### config.mk
export PLATFORM = sky130hd
export DESIGN_NAME = float_power_by_squaring_core
export DESIGN_NICKNAME = d
export VERILOG_FILES = /design/src/hdl/fpsq_pkg.sv /design/src/hdl/fpsq_mul.sv /design/src/hdl/fpsq_div.sv /design/src/hdl/fpsq_dp.sv /design/src/hdl/fpsq_ctrl.sv /design/src/hdl/float_power_by_squaring_core.sv
export VERILOG_INCLUDE_DIRS = /design/src /design/src/hdl
export SDC_FILE = /design/constraint.sdc
export NUM_CORES = 2
export LEC_CHECK = 0
export BUFFER_PORTS_ARGS = -buffer_cell sky130_fd_sc_hd__buf_2
export CAP_MARGIN = 5
export CORE_MARGIN = 4
export CORE_UTILIZATION = 37
export DETAILED_ROUTE_END_ITERATION = 6
export MAX_ROUTING_LAYER = met4
export SLEW_MARGIN = 20
export SYNTH_ARGS = -nofsm -noshare
export SYNTH_HDL_FRONTEND = slang
export SYNTH_SLANG_ARGS = --single-unit
export TNS_END_PERCENT = 1
### constraint.sdc
create_clock -name i_clk -period 15.9 [get_ports i_clk]
set_clock_uncertainty 0.1 [all_clocks]
set_input_delay 4.77 -clock i_clk [delete_from_list [all_inputs] [get_ports i_clk]]
set_output_delay 4.77 -clock i_clk [all_outputs]
set_load 0.01 [all_outputs]
### src/hdl/float_power_by_squaring_core_defines.svh
// Assertion macros for the float power-by-squaring core.
`ifndef FLOAT_POWER_BY_SQUARING_CORE_DEFINES_SVH
`define FLOAT_POWER_BY_SQUARING_CORE_DEFINES_SVH

`ifndef ASSERT_OFF
// Check that prop holds at every clock edge outside reset.
`define FPSQ_ASSERT(lbl, clk, rst_n, prop) \
    lbl: assert property (@(posedge clk) disable iff (!(rst_n)) (prop)) \
        else $error("fpsq assertion failed");
// Check that cond never holds outside reset.
`define FPSQ_NEVER(lbl, clk, rst_n, cond) \
    lbl: assert property (@(posedge clk) disable iff (!(rst_n)) !(cond)) \
        else $error("fpsq forbidden condition seen");
`else
`define FPSQ_ASSERT(lbl, clk, rst_n, prop)
`define FPSQ_NEVER(lbl, clk, rst_n, cond)
`endif

`endif

### src/hdl/fpsq_pkg.sv
// Shared types, constants and the rounding function of the power core.
`default_nettype none

package fpsq_pkg;

    // Working exponent width: biased exponent with headroom for sums and underflow.
    localparam int EXP_W = 14;
    // Rounder significand: 53 significant bits, round bit, sticky bit.
    localparam int M_W = 55;

    localparam logic [62:0] NEAR_ZERO_MAG = 63'h3E7A_D7F2_9ABC_AF48;
    localparam logic [63:0] ONE_BITS      = 64'h3FF0_0000_0000_0000;
    localparam logic [63:0] QNAN_BIT      = 64'h0008_0000_0000_0000;
    localparam logic [63:0] DEFAULT_NAN   = 64'hFFF8_0000_0000_0000;
    localparam logic [62:0] INF_MAG       = 63'h7FF0_0000_0000_0000;

    // Result register sources.
    localparam logic [2:0] RES_ZERO  = 3'd0;
    localparam logic [2:0] RES_ONE   = 3'd1;
    localparam logic [2:0] RES_ACC   = 3'd2;
    localparam logic [2:0] RES_RECIP = 3'd3;
    localparam logic [2:0] RES_DIV   = 3'd4;

    typedef struct packed {
        logic       load;
        logic       shift;
        logic       sq_start;
        logic       mx_start;
        logic       acc_load;
        logic       div_start;
        logic       res_we;
        logic [2:0] res_sel;
    } t_cmd;

    typedef struct packed {
        logic near_zero;
        logic exp_zero;
        logic mag_top;
        logic cnt_zero;
        logic neg;
        logic recip_special;
        logic mul_done;
        logic div_done;
    } t_sts;

    // Round to nearest even; value = m x 2^(e-1023), leading one at m[54] unless e < 1.
    function automatic logic [63:0] fp_round(
        input logic                    sign,
        input logic signed [EXP_W-1:0] e,
        input logic [M_W-1:0]          m
    );
        logic signed [EXP_W-1:0] sh_full;
        logic [5:0]              sh;
        logic [63:0]             v;
        logic [63:0]             shv;
        logic [63:0]             mask;
        logic                    lost;
        logic [52:0]             sig;
        logic                    rb;
        logic                    sb;
        logic                    inc;
        logic [53:0]             sum;
        logic signed [EXP_W-1:0] ef;
        logic [63:0]             res;
        sh_full = 14'sd1 - e;
        if (e >= 14'sd1) begin
            sh = 6'd0;
        end else if (sh_full > 14'sd63) begin
            sh = 6'd63;
        end else begin
            sh = sh_full[5:0];
        end
        v    = {m[M_W-1:1], 10'b0};
        shv  = v >> sh;
        mask = (64'd1 << sh) - 64'd1;
        lost = |(v & mask);
        sig  = shv[63:11];
        rb   = shv[10];
        sb   = m[0] | (|shv[9:0]) | lost;
        inc  = rb & (sb | sig[0]);
        sum  = {1'b0, sig} + {53'b0, inc};
        if (e >= 14'sd1) begin
            ef = e + {{(EXP_W-1){1'b0}}, sum[53]};
            if (ef >= 14'sd2047) begin
                res = {sign, INF_MAG};
            end else begin
                res = {sign, ef[10:0], (sum[53] ? sum[52:1] : sum[51:0])};
            end
        end else begin
            res = {sign, 10'b0, sum[52], sum[51:0]};
        end
        return res;
    endfunction

endpackage

`default_nettype wire

### src/hdl/fpsq_mul.sv
// Multi-cycle double multiplier: four 27x27 partial products, normalize, round.
`default_nettype none

module fpsq_mul (
    input  wire logic        i_clk,
    input  wire logic        i_rst_n,
    input  wire logic        i_start,
    input  wire logic [63:0] i_a,
    input  wire logic [63:0] i_b,
    output logic             o_done,
    output logic [63:0]      o_res
);
    import fpsq_pkg::*;

    localparam logic [1:0] S_IDLE = 2'd0;
    localparam logic [1:0] S_PP   = 2'd1;
    localparam logic [1:0] S_NORM = 2'd2;
    localparam logic [1:0] S_RND  = 2'd3;

    logic [1:0]              r_state, n_state;
    logic [1:0]              r_k;
    logic [52:0]             r_ma, r_mb;
    logic signed [EXP_W-1:0] r_e;
    logic                    r_sign;
    logic [105:0]            r_p;
    logic [M_W-1:0]          r_m;
    logic [63:0]             r_res;
    logic                    r_done;

    logic [10:0] a_exp, b_exp, a_ee, b_ee;
    logic        a_nan, b_nan, a_inf, b_inf, a_zero, b_zero, special;
    logic [63:0] spec_res;
    logic [26:0] a_part, b_part;
    logic [53:0] pp;
    logic [5:0]  pp_sh;

    always_comb begin
        a_exp  = i_a[62:52];
        b_exp  = i_b[62:52];
        a_nan  = (a_exp == 11'h7FF) && (i_a[51:0] != 52'd0);
        b_nan  = (b_exp == 11'h7FF) && (i_b[51:0] != 52'd0);
        a_inf  = (a_exp == 11'h7FF) && (i_a[51:0] == 52'd0);
        b_inf  = (b_exp == 11'h7FF) && (i_b[51:0] == 52'd0);
        a_zero = (i_a[62:0] == 63'd0);
        b_zero = (i_b[62:0] == 63'd0);
        a_ee   = (a_exp == 11'd0) ? 11'd1 : a_exp;
        b_ee   = (b_exp == 11'd0) ? 11'd1 : b_exp;
        special = a_nan | b_nan | a_inf | b_inf | a_zero | b_zero;
        priority if (a_nan) begin
            spec_res = i_a | QNAN_BIT;
        end else if (b_nan) begin
            spec_res = i_b | QNAN_BIT;
        end else if ((a_inf && b_zero) || (a_zero && b_inf)) begin
            spec_res = DEFAULT_NAN;
        end else if (a_inf || b_inf) begin
            spec_res = {i_a[63] ^ i_b[63], INF_MAG};
        end else begin
            spec_res = {i_a[63] ^ i_b[63], 63'd0};
        end
    end

    always_comb begin
        a_part = r_k[1] ? {1'b0, r_ma[52:27]} : r_ma[26:0];
        b_part = r_k[0] ? {1'b0, r_mb[52:27]} : r_mb[26:0];
        pp     = a_part * b_part;
        pp_sh  = (r_k[1] ? 6'd27 : 6'd0) + (r_k[0] ? 6'd27 : 6'd0);
    end

    always_comb begin
        n_state = r_state;
        unique case (r_state)
            S_IDLE: if (i_start && !special) n_state = S_PP;
            S_PP:   if (r_k == 2'd3) n_state = S_NORM;
            S_NORM: if (r_p[105] || r_p[104]) n_state = S_RND;
            S_RND:  n_state = S_IDLE;
            default: n_state = S_IDLE;
        endcase
    end

    always_ff @(posedge i_clk) begin
        if (!i_rst_n) begin
            r_state <= S_IDLE;
            r_done  <= 1'b0;
        end else begin
            r_state <= n_state;
            r_done  <= ((r_state == S_IDLE) && i_start && special) || (r_state == S_RND);
        end
    end

    always_ff @(posedge i_clk) begin
        unique case (r_state)
            S_IDLE: begin
                if (i_start) begin
                    r_res  <= spec_res;
                    r_ma   <= {a_exp != 11'd0, i_a[51:0]};
                    r_mb   <= {b_exp != 11'd0, i_b[51:0]};
                    r_sign <= i_a[63] ^ i_b[63];
                    r_e    <= $signed({3'b0, a_ee}) + $signed({3'b0, b_ee}) - 14'sd1023;
                    r_p    <= 106'd0;
                    r_k    <= 2'd0;
                end
            end
            S_PP: begin
                r_p <= r_p + ({52'd0, pp} << pp_sh);
                r_k <= r_k + 2'd1;
            end
            S_NORM: begin
                priority if (r_p[105]) begin
                    r_m <= {r_p[105:53], r_p[52], |r_p[51:0]};
                    r_e <= r_e + 14'sd1;
                end else if (r_p[104]) begin
                    r_m <= {r_p[104:52], r_p[51], |r_p[50:0]};
                end else begin
                    r_p <= r_p << 1;
                    r_e <= r_e - 14'sd1;
                end
            end
            S_RND: r_res <= fp_round(r_sign, r_e, r_m);
            default: r_res <= r_res;
        endcase
    end

    assign o_done = r_done;
    assign o_res  = r_res;

endmodule

`default_nettype wire

### src/hdl/fpsq_div.sv
// Reciprocal unit: restoring division of 1.0 by a finite nonzero double, one bit a cycle.
`default_nettype none

module fpsq_div (
    input  wire logic        i_clk,
    input  wire logic        i_rst_n,
    input  wire logic        i_start,
    input  wire logic [63:0] i_p,
    output logic             o_done,
    output logic [63:0]      o_res
);
    import fpsq_pkg::*;

    localparam logic [1:0] S_IDLE = 2'd0;
    localparam logic [1:0] S_NORM = 2'd1;
    localparam logic [1:0] S_ITER = 2'd2;
    localparam logic [1:0] S_RND  = 2'd3;
    localparam logic [5:0] Q_BITS = 6'd57;

    logic [1:0]              r_state, n_state;
    logic [52:0]             r_d;
    logic signed [EXP_W-1:0] r_e;
    logic                    r_sign;
    logic [53:0]             r_rem;
    logic [56:0]             r_q;
    logic [5:0]              r_cnt;
    logic [63:0]             r_res;
    logic                    r_done;

    logic                    ge;
    logic [53:0]             diff;
    logic signed [EXP_W-1:0] q_e;
    logic [M_W-1:0]          q_m;
    logic                    rem_nz;

    always_comb begin
        ge     = r_rem >= {1'b0, r_d};
        diff   = r_rem - {1'b0, r_d};
        rem_nz = (r_rem != 54'd0);
        if (r_q[56]) begin
            q_e = 14'sd2046 - r_e;
            q_m = {r_q[56:4], r_q[3], (|r_q[2:0]) | rem_nz};
        end else begin
            q_e = 14'sd2045 - r_e;
            q_m = {r_q[55:3], r_q[2], (|r_q[1:0]) | rem_nz};
        end
    end

    always_comb begin
        n_state = r_state;
        unique case (r_state)
            S_IDLE: if (i_start) n_state = S_NORM;
            S_NORM: if (r_d[52]) n_state = S_ITER;
            S_ITER: if (r_cnt == 6'd1) n_state = S_RND;
            S_RND:  n_state = S_IDLE;
            default: n_state = S_IDLE;
        endcase
    end

    always_ff @(posedge i_clk) begin
        if (!i_rst_n) begin
            r_state <= S_IDLE;
            r_done  <= 1'b0;
        end else begin
            r_state <= n_state;
            r_done  <= (r_state == S_RND);
        end
    end

    always_ff @(posedge i_clk) begin
        unique case (r_state)
            S_IDLE: begin
                if (i_start) begin
                    r_d    <= {i_p[62:52] != 11'd0, i_p[51:0]};
                    r_e    <= $signed({3'b0, ((i_p[62:52] == 11'd0) ? 11'd1 : i_p[62:52])});
                    r_sign <= i_p[63];
                end
            end
            S_NORM: begin
                if (r_d[52]) begin
                    r_rem <= 54'd1 << 52;
                    r_q   <= 57'd0;
                    r_cnt <= Q_BITS;
                end else begin
                    r_d <= r_d << 1;
                    r_e <= r_e - 14'sd1;
                end
            end
            S_ITER: begin
                r_q   <= {r_q[55:0], ge};
                r_rem <= ge ? {diff[52:0], 1'b0} : {r_rem[52:0], 1'b0};
                r_cnt <= r_cnt - 6'd1;
            end
            S_RND: r_res <= fp_round(r_sign, q_e, q_m);
            default: r_res <= r_res;
        endcase
    end

    assign o_done = r_done;
    assign o_res  = r_res;

endmodule

`default_nettype wire

### src/hdl/fpsq_dp.sv
// Datapath: operand, accumulator and exponent-bit registers, multiplier, reciprocal unit.
`default_nettype none

module fpsq_dp (
    input  wire logic           i_clk,
    input  wire logic           i_rst_n,
    input  wire logic [63:0]    i_base_bits,
    input  wire logic [31:0]    i_exponent,
    input  wire fpsq_pkg::t_cmd i_cmd,
    output fpsq_pkg::t_sts      o_sts,
    output logic [63:0]         o_result_bits
);
    import fpsq_pkg::*;

    logic [63:0] r_x, r_acc, r_res;
    logic [31:0] r_mag;
    logic [5:0]  r_cnt;
    logic        r_neg;

    logic        mul_done, div_done;
    logic [63:0] mul_res, div_res, recip_res;
    logic        acc_nan, acc_inf, acc_zero;

    fpsq_mul u_mul (
        .i_clk   (i_clk),
        .i_rst_n (i_rst_n),
        .i_start (i_cmd.sq_start | i_cmd.mx_start),
        .i_a     (r_acc),
        .i_b     (i_cmd.mx_start ? r_x : r_acc),
        .o_done  (mul_done),
        .o_res   (mul_res)
    );

    fpsq_div u_div (
        .i_clk   (i_clk),
        .i_rst_n (i_rst_n),
        .i_start (i_cmd.div_start),
        .i_p     (r_acc),
        .o_done  (div_done),
        .o_res   (div_res)
    );

    always_comb begin
        acc_zero = (r_acc[62:0] == 63'd0);
        acc_nan  = (r_acc[62:52] == 11'h7FF) && (r_acc[51:0] != 52'd0);
        acc_inf  = (r_acc[62:0] == INF_MAG);
        priority if (acc_zero) begin
            recip_res = {r_acc[63], INF_MAG};
        end else if (acc_nan) begin
            recip_res = r_acc | QNAN_BIT;
        end else begin
            recip_res = {r_acc[63], 63'd0};
        end
    end

    always_ff @(posedge i_clk) begin
        if (i_cmd.load) begin
            r_x   <= i_base_bits;
            r_acc <= i_base_bits;
            r_neg <= i_exponent[31];
            r_mag <= i_exponent[31] ? (32'd0 - i_exponent) : i_exponent;
            r_cnt <= 6'd32;
        end else begin
            if (i_cmd.shift) begin
                r_mag <= r_mag << 1;
                r_cnt <= r_cnt - 6'd1;
            end
            if (i_cmd.acc_load) begin
                r_acc <= mul_res;
            end
        end
        if (i_cmd.res_we) begin
            unique case (i_cmd.res_sel)
                RES_ZERO:  r_res <= 64'd0;
                RES_ONE:   r_res <= ONE_BITS;
                RES_ACC:   r_res <= r_acc;
                RES_RECIP: r_res <= recip_res;
                RES_DIV:   r_res <= div_res;
                default:   r_res <= r_res;
            endcase
        end
    end

    always_comb begin
        o_sts.near_zero     = (r_x[62:0] < NEAR_ZERO_MAG);
        o_sts.exp_zero      = (r_mag == 32'd0);
        o_sts.mag_top       = r_mag[31];
        o_sts.cnt_zero      = (r_cnt == 6'd0);
        o_sts.neg           = r_neg;
        o_sts.recip_special = acc_zero | acc_nan | acc_inf;
        o_sts.mul_done      = mul_done;
        o_sts.div_done      = div_done;
    end

    assign o_result_bits = r_res;

endmodule

`default_nettype wire

### src/hdl/fpsq_ctrl.sv
// Controller: sequences the bit scan, square-and-multiply steps and the reciprocal.
`default_nettype none

module fpsq_ctrl (
    input  wire logic           i_clk,
    input  wire logic           i_rst_n,
    input  wire logic           i_in_valid,
    input  wire logic           i_out_stall,
    input  wire fpsq_pkg::t_sts i_sts,
    output fpsq_pkg::t_cmd      o_cmd,
    output logic                o_in_stall,
    output logic                o_out_valid
);
    import fpsq_pkg::*;

    localparam logic [3:0] S_IDLE  = 4'd0;
    localparam logic [3:0] S_CHECK = 4'd1;
    localparam logic [3:0] S_FIND  = 4'd2;
    localparam logic [3:0] S_LOOP  = 4'd3;
    localparam logic [3:0] S_SQW   = 4'd4;
    localparam logic [3:0] S_BIT   = 4'd5;
    localparam logic [3:0] S_MXW   = 4'd6;
    localparam logic [3:0] S_FIN   = 4'd7;
    localparam logic [3:0] S_DIVW  = 4'd8;
    localparam logic [3:0] S_OUT   = 4'd9;

    logic [3:0] r_state, n_state;

    always_comb begin
        n_state = r_state;
        o_cmd   = '0;
        unique case (r_state)
            S_IDLE: begin
                if (i_in_valid) begin
                    o_cmd.load = 1'b1;
                    n_state    = S_CHECK;
                end
            end
            S_CHECK: begin
                priority if (i_sts.near_zero) begin
                    o_cmd.res_we  = 1'b1;
                    o_cmd.res_sel = RES_ZERO;
                    n_state       = S_OUT;
                end else if (i_sts.exp_zero) begin
                    o_cmd.res_we  = 1'b1;
                    o_cmd.res_sel = RES_ONE;
                    n_state       = S_OUT;
                end else begin
                    n_state = S_FIND;
                end
            end
            S_FIND: begin
                o_cmd.shift = 1'b1;
                if (i_sts.mag_top) n_state = S_LOOP;
            end
            S_LOOP: begin
                if (i_sts.cnt_zero) begin
                    n_state = S_FIN;
                end else begin
                    o_cmd.sq_start = 1'b1;
                    n_state        = S_SQW;
                end
            end
            S_SQW: begin
                if (i_sts.mul_done) begin
                    o_cmd.acc_load = 1'b1;
                    n_state        = S_BIT;
                end
            end
            S_BIT: begin
                if (i_sts.mag_top) begin
                    o_cmd.mx_start = 1'b1;
                    n_state        = S_MXW;
                end else begin
                    o_cmd.shift = 1'b1;
                    n_state     = S_LOOP;
                end
            end
            S_MXW: begin
                if (i_sts.mul_done) begin
                    o_cmd.acc_load = 1'b1;
                    o_cmd.shift    = 1'b1;
                    n_state        = S_LOOP;
                end
            end
            S_FIN: begin
                o_cmd.res_we = 1'b1;
                priority if (!i_sts.neg) begin
                    o_cmd.res_sel = RES_ACC;
                    n_state       = S_OUT;
                end else if (i_sts.recip_special) begin
                    o_cmd.res_sel = RES_RECIP;
                    n_state       = S_OUT;
                end else begin
                    o_cmd.res_we    = 1'b0;
                    o_cmd.div_start = 1'b1;
                    n_state         = S_DIVW;
                end
            end
            S_DIVW: begin
                if (i_sts.div_done) begin
                    o_cmd.res_we  = 1'b1;
                    o_cmd.res_sel = RES_DIV;
                    n_state       = S_OUT;
                end
            end
            S_OUT: begin
                if (!i_out_stall) n_state = S_IDLE;
            end
            default: n_state = S_IDLE;
        endcase
    end

    always_ff @(posedge i_clk) begin
        if (!i_rst_n) begin
            r_state <= S_IDLE;
        end else begin
            r_state <= n_state;
        end
    end

    assign o_in_stall  = (r_state != S_IDLE);
    assign o_out_valid = (r_state == S_OUT);

endmodule

`default_nettype wire

### src/hdl/float_power_by_squaring_core.sv
// Top level: double base raised to a signed 32-bit power by square-and-multiply.
//
// Input channel: i_in_valid / o_in_stall carry one item (i_base_bits, i_exponent).
// An item is taken at a clock edge with i_in_valid high and o_in_stall low.
// Output channel: o_out_valid / i_out_stall carry o_result_bits, one per item.
// The block works on one item at a time; o_in_stall stays high from acceptance
// until the result has been taken.
// A base near zero or a zero exponent goes from the check state straight to the
// output state, its result written on the way. Otherwise the scan for the leading
// exponent bit shifts the magnitude once per bit down to and including it, and each
// remaining exponent bit costs a squaring plus, when set, a multiply by the base.
// Each product runs on the shared multiplier: issue, four 27x27 partial products,
// normalize with one left shift per extra normalizing step, round, hand-back.
// A negative exponent adds the reciprocal unit, whose divider yields one quotient bit
// per cycle; a zero, infinite or NaN accumulated power gets its reciprocal without it.
// Reset (synchronous, active low) drops any item in flight and returns to idle.
// A stalled result holds on o_result_bits with o_out_valid high until taken.
`default_nettype none

module float_power_by_squaring_core (
    input  wire logic        i_clk,
    input  wire logic        i_rst_n,
    input  wire logic        i_in_valid,
    output logic             o_in_stall,
    input  wire logic [63:0] i_base_bits,
    input  wire logic signed [31:0] i_exponent,
    output logic             o_out_valid,
    input  wire logic        i_out_stall,
    output logic [63:0]      o_result_bits
);
    import fpsq_pkg::*;

`include "float_power_by_squaring_core_defines.svh"

    t_cmd cmd;
    t_sts sts;

    // Sequence the work.
    fpsq_ctrl u_ctrl (
        .i_clk       (i_clk),
        .i_rst_n     (i_rst_n),
        .i_in_valid  (i_in_valid),
        .i_out_stall (i_out_stall),
        .i_sts       (sts),
        .o_cmd       (cmd),
        .o_in_stall  (o_in_stall),
        .o_out_valid (o_out_valid)
    );

    // Hold operands, run the multiplier and reciprocal, hold the result.
    fpsq_dp u_dp (
        .i_clk         (i_clk),
        .i_rst_n       (i_rst_n),
        .i_base_bits   (i_base_bits),
        .i_exponent    (i_exponent),
        .i_cmd         (cmd),
        .o_sts         (sts),
        .o_result_bits (o_result_bits)
    );

    // No item is taken while a result is still on offer.
    `FPSQ_NEVER(a_no_accept_with_result, i_clk, i_rst_n, i_in_valid && !o_in_stall && o_out_valid)
    // Once an item is taken, the input side closes.
    `FPSQ_ASSERT(a_stall_after_accept, i_clk, i_rst_n, (i_in_valid && !o_in_stall) |=> o_in_stall)
    // A taken result is not offered twice.
    `FPSQ_ASSERT(a_result_once, i_clk, i_rst_n, (o_out_valid && !i_out_stall) |=> !o_out_valid)

endmodule

`default_nettype wire

==> results.json <==
{
  "grt_max_degree": 108,
  "worstHoldStart": "u_dp.u_div.r_sign",
  "syn_inst": 10100,
  "grt_pass1_wl_um": 548000,
  "fmax_ghz": 0.0670,
  "die_height_um": 500,
  "timing.rr.start": "u_dp.u_mul.r_k[1]",
  "place_congestion": 1.05,
  "synth_seq_cells": 836,
  "wl_met3_um": 34100,
  "area_growth_pct": 8.77,
  "rsz0062_at_grt": "false",
  "cp_max_fo": 22,
  "status": "complete, no violations",
  "ant_nets": 0,
  "initial_utilization_pct": 37.2,
  "async_flop_share_pct": 0,
  "min_path_type": "flop to flop",
  "hold_viol": 0,
  "timing.rr.end": "u_dp.u_mul.r_p[105]",
  "grt_pass1_vias": 78900,
  "yosysTopAreaCellShare_pct": 27.5,
  "timing.final.max_slew_violations": 0,
  "portBuffers": 165,
  "cts_buffers": 96,
  "ys_warn_count": 0,
  "fp.dieArea_sq_mm": 0.250,
  "rows": 180,
  "most-common-layout-cells": "1,396 x nand2_1, 933 x inv_1, 830 x nor2_1",
  "fin_nets": 11200,
  "fill_cells": 24000,
  "worstPathRequired_ps": 16280,
  "fin_crit_sh_pct": 93.9,
  "clock_path_buffers": 3,
  "critPathLaunchType": "flop",
  "io_pins": 166,
  "crit_path_start": "u_dp.u_mul.r_k[1]",
  "cts_htree_levels": 3,
  "period_needed_ps": 14940,
  "max_stage_delay_ps": 720,
  "endpoint_kind": "flop",
  "fin_tns_setup_ps": 0,
  "met1_length_um": 156000,
  "ys.flop_type": "edfxtp_1",
  "fp.coreArea_sq_mm": 0.241,
  "path_class": "flop to flop",
  "drive_above_1_share_pct": 10.2,
  "wl_per_cell_um": 28.2,
  "gr-total-overflow": 0,
  "drt-pass1-iter-count": 7,
  "max_cap_violations": 0,
  "slew_headroom_pct": 18.1,
  "yosysTopAreaCell": "edfxtp_1",
  "post-dp-hpwl_um": 290000,
  "dr.first_iter.drc_count": 9892,
  "clock_sinks": 836,
  "finalWirelength_um": 376000,
  "synth_enable_flop_cells": 820,
  "dr_wl_met2_um": 167000,
  "antenna_found_initial": 38,
  "yosysUniqueCellTypes": 126,
  "setup_viol": 0,
  "path_clk_slew_ps": 60,
  "detail_route.drc_violations": 0,
  "synthesis.area_sq_mm": 0.0897,
  "cts-hold-fix-buffers": 0,
  "crit_arrival_ps": 15320,
  "cp_common_cell": "fa_1",
  "ys_top_cells_by_area": "edfxtp_1 27%, fa_1 14%, ha_1 5.9%",
  "avgSynthCellArea_sq_um": 8.88,
  "synth_nets": 11300,
  "vias": 81200,
  "endpoint": "u_dp.u_mul.r_p[105]",
  "reg2reg_depth": 49,
  "cts_tree": "done",
  "grt_usage_pct": 30.1,
  "crit_path_top_delay_cell": "a2111oi_1",
  "clkLatencyLatePin_ps": 810,
  "yosysSeqAreaShare_pct": 27.8,
  "layout_commonest_cell": "nand2_1",
  "cts-root-buf": "clkbuf_16",
  "ff2ff_setup_slack_ps": 960,
  "worstMarginPinSlew_ps": 1220,
  "routed.top_layer": "met4",
  "die_w_um": 500,
  "vias_per_cell": 6.09
}
==> sequential cells by signal, summed over array words and instances, names as in the netlist, 2 cells and up <==
name,count
u_dp.u_div.r_q,57
u_dp.u_div.r_cnt,6
u_dp.r_mag,32
u_dp.u_div.r_state,2
u_dp.u_mul.r_mb,53
u_dp.u_div.o_res,64
u_dp.u_div.r_rem,53
u_dp.u_mul.r_ma,53
u_dp.u_div.r_d,53
u_dp.u_mul.r_e,14
u_dp.r_acc,64
u_dp.o_result_bits,64
u_dp.u_mul.r_k,2
u_dp.u_mul.r_m,54
u_dp.r_cnt,6
u_ctrl.r_state,4
u_dp.u_div.r_e,14
u_dp.u_mul.r_p,106
u_dp.u_mul.r_state,2
u_dp.u_mul.o_res,64
u_dp.r_x,64
==> cell families (layout without fill, tap and decap cells) <==
kind of cell	Yosys count	count (layout)	synth area share, %
fa+ha+maj	1052	1052	19.9
compound gates	2349	2349	17.5
mux	543	543	6.79
other cells	0	27	0
xor+xnor	400	400	3.94
simple gates	3395	3395	17.3
flops	836	836	27.8
buf+inv	1524	1532	6.74
==> final cells by class <==
cell class | instances | area [sq um] | share of cell area, %
multi-input combinational | 7739 | 59100 | 60.6
sequential | 836 | 24900 | 25.6
tap | 3185 | 3990 | 4.09
inverter | 942 | 3540 | 3.63
timing repair buffer | 412 | 2690 | 2.76
clock buffer | 111 | 2490 | 2.55
clock inverter | 67 | 724 | 0.743
antenna | 27 | 67.6 | 0.0693
==> how the worst min path moves through the flow <==
stage | end | slack [ps] | depth (start not counted)
after detailed placement | u_dp.u_div.o_res[63] | 320 | 0
final | u_dp.u_div.o_res[63] | 330 | 0
after global routing | u_dp.u_div.o_res[63] | 340 | 0
after global placement | u_dp.u_div.o_res[63] | 310 | 0
after floorplan | u_dp.u_div.o_res[63] | 300 | 0
after CTS | u_dp.u_div.o_res[63] | 320 | 0
==> critical path: cells and delay by family, from the launching register on <==
| kind | cells | cell delay, ps |
|---|---|---|
| and+or+nand+nor | 9 | 1410 |
| DFF | 1 | 600 |
| xor gates and xnor gates | 2 | 380 |
| AOI/OAI and AO/OA | 19 | 5370 |
| buffers and inverters | 7 | 1130 |
| muxes | 3 | 1050 |
| adders and majority gates | 9 | 4520 |
==> cell usage after synthesis (154+ instances only) <==
cell	count
nor3_1	192
inv_1	936
nand3_1	198
a21oi_1	553
nand2_1	1399
fa_1	627
mux2_2	204
a21o_1	154
nor2_1	834
mux2i_1	305
o21ai_0	517
ha_1	425
clkbuf_1	399
xor2_1	166
xnor2_1	231
edfxtp_1	820
==> through the flow <==
step / hold slack, ps / cell area (sq um) / std cells / setup slack, ps / util [%]
finish: 332 / 97500 / 13300 / 964 / 40.5
global route: 338 / 97500 / 13300 / 20.3 / 40.5
CTS: 323 / 97400 / 13300 / 803 / 40.4
detailed placement: 322 / 94100 / 13100 / 922 / 39.1
global placement: 307 / 94100 / 13100 / 1120 / 39.1
floorplan: 300 / 89700 / 10100 / 3120 / -
==> what timing repair did <==
item / CTS / global route
setup endpoints to repair: 0 / 5
setup buffers: 0 / 5
gates resized for setup: 0 / 4
==> per-layer routing <==
| layer | track usage [%] | up-vias |
|---|---|---|
| met4 | 12.8 | 0 |
| met5 | - | - |
| met1 | 39.7 | 40800 |
| met2 | 45.3 | 4071 |
| met3 | 5.64 | 734 |
| li1 | - | 35600 |
Power is not shown: default switching activity piles up to over one toggle a cycle in this logic, so the estimate is an artifact.
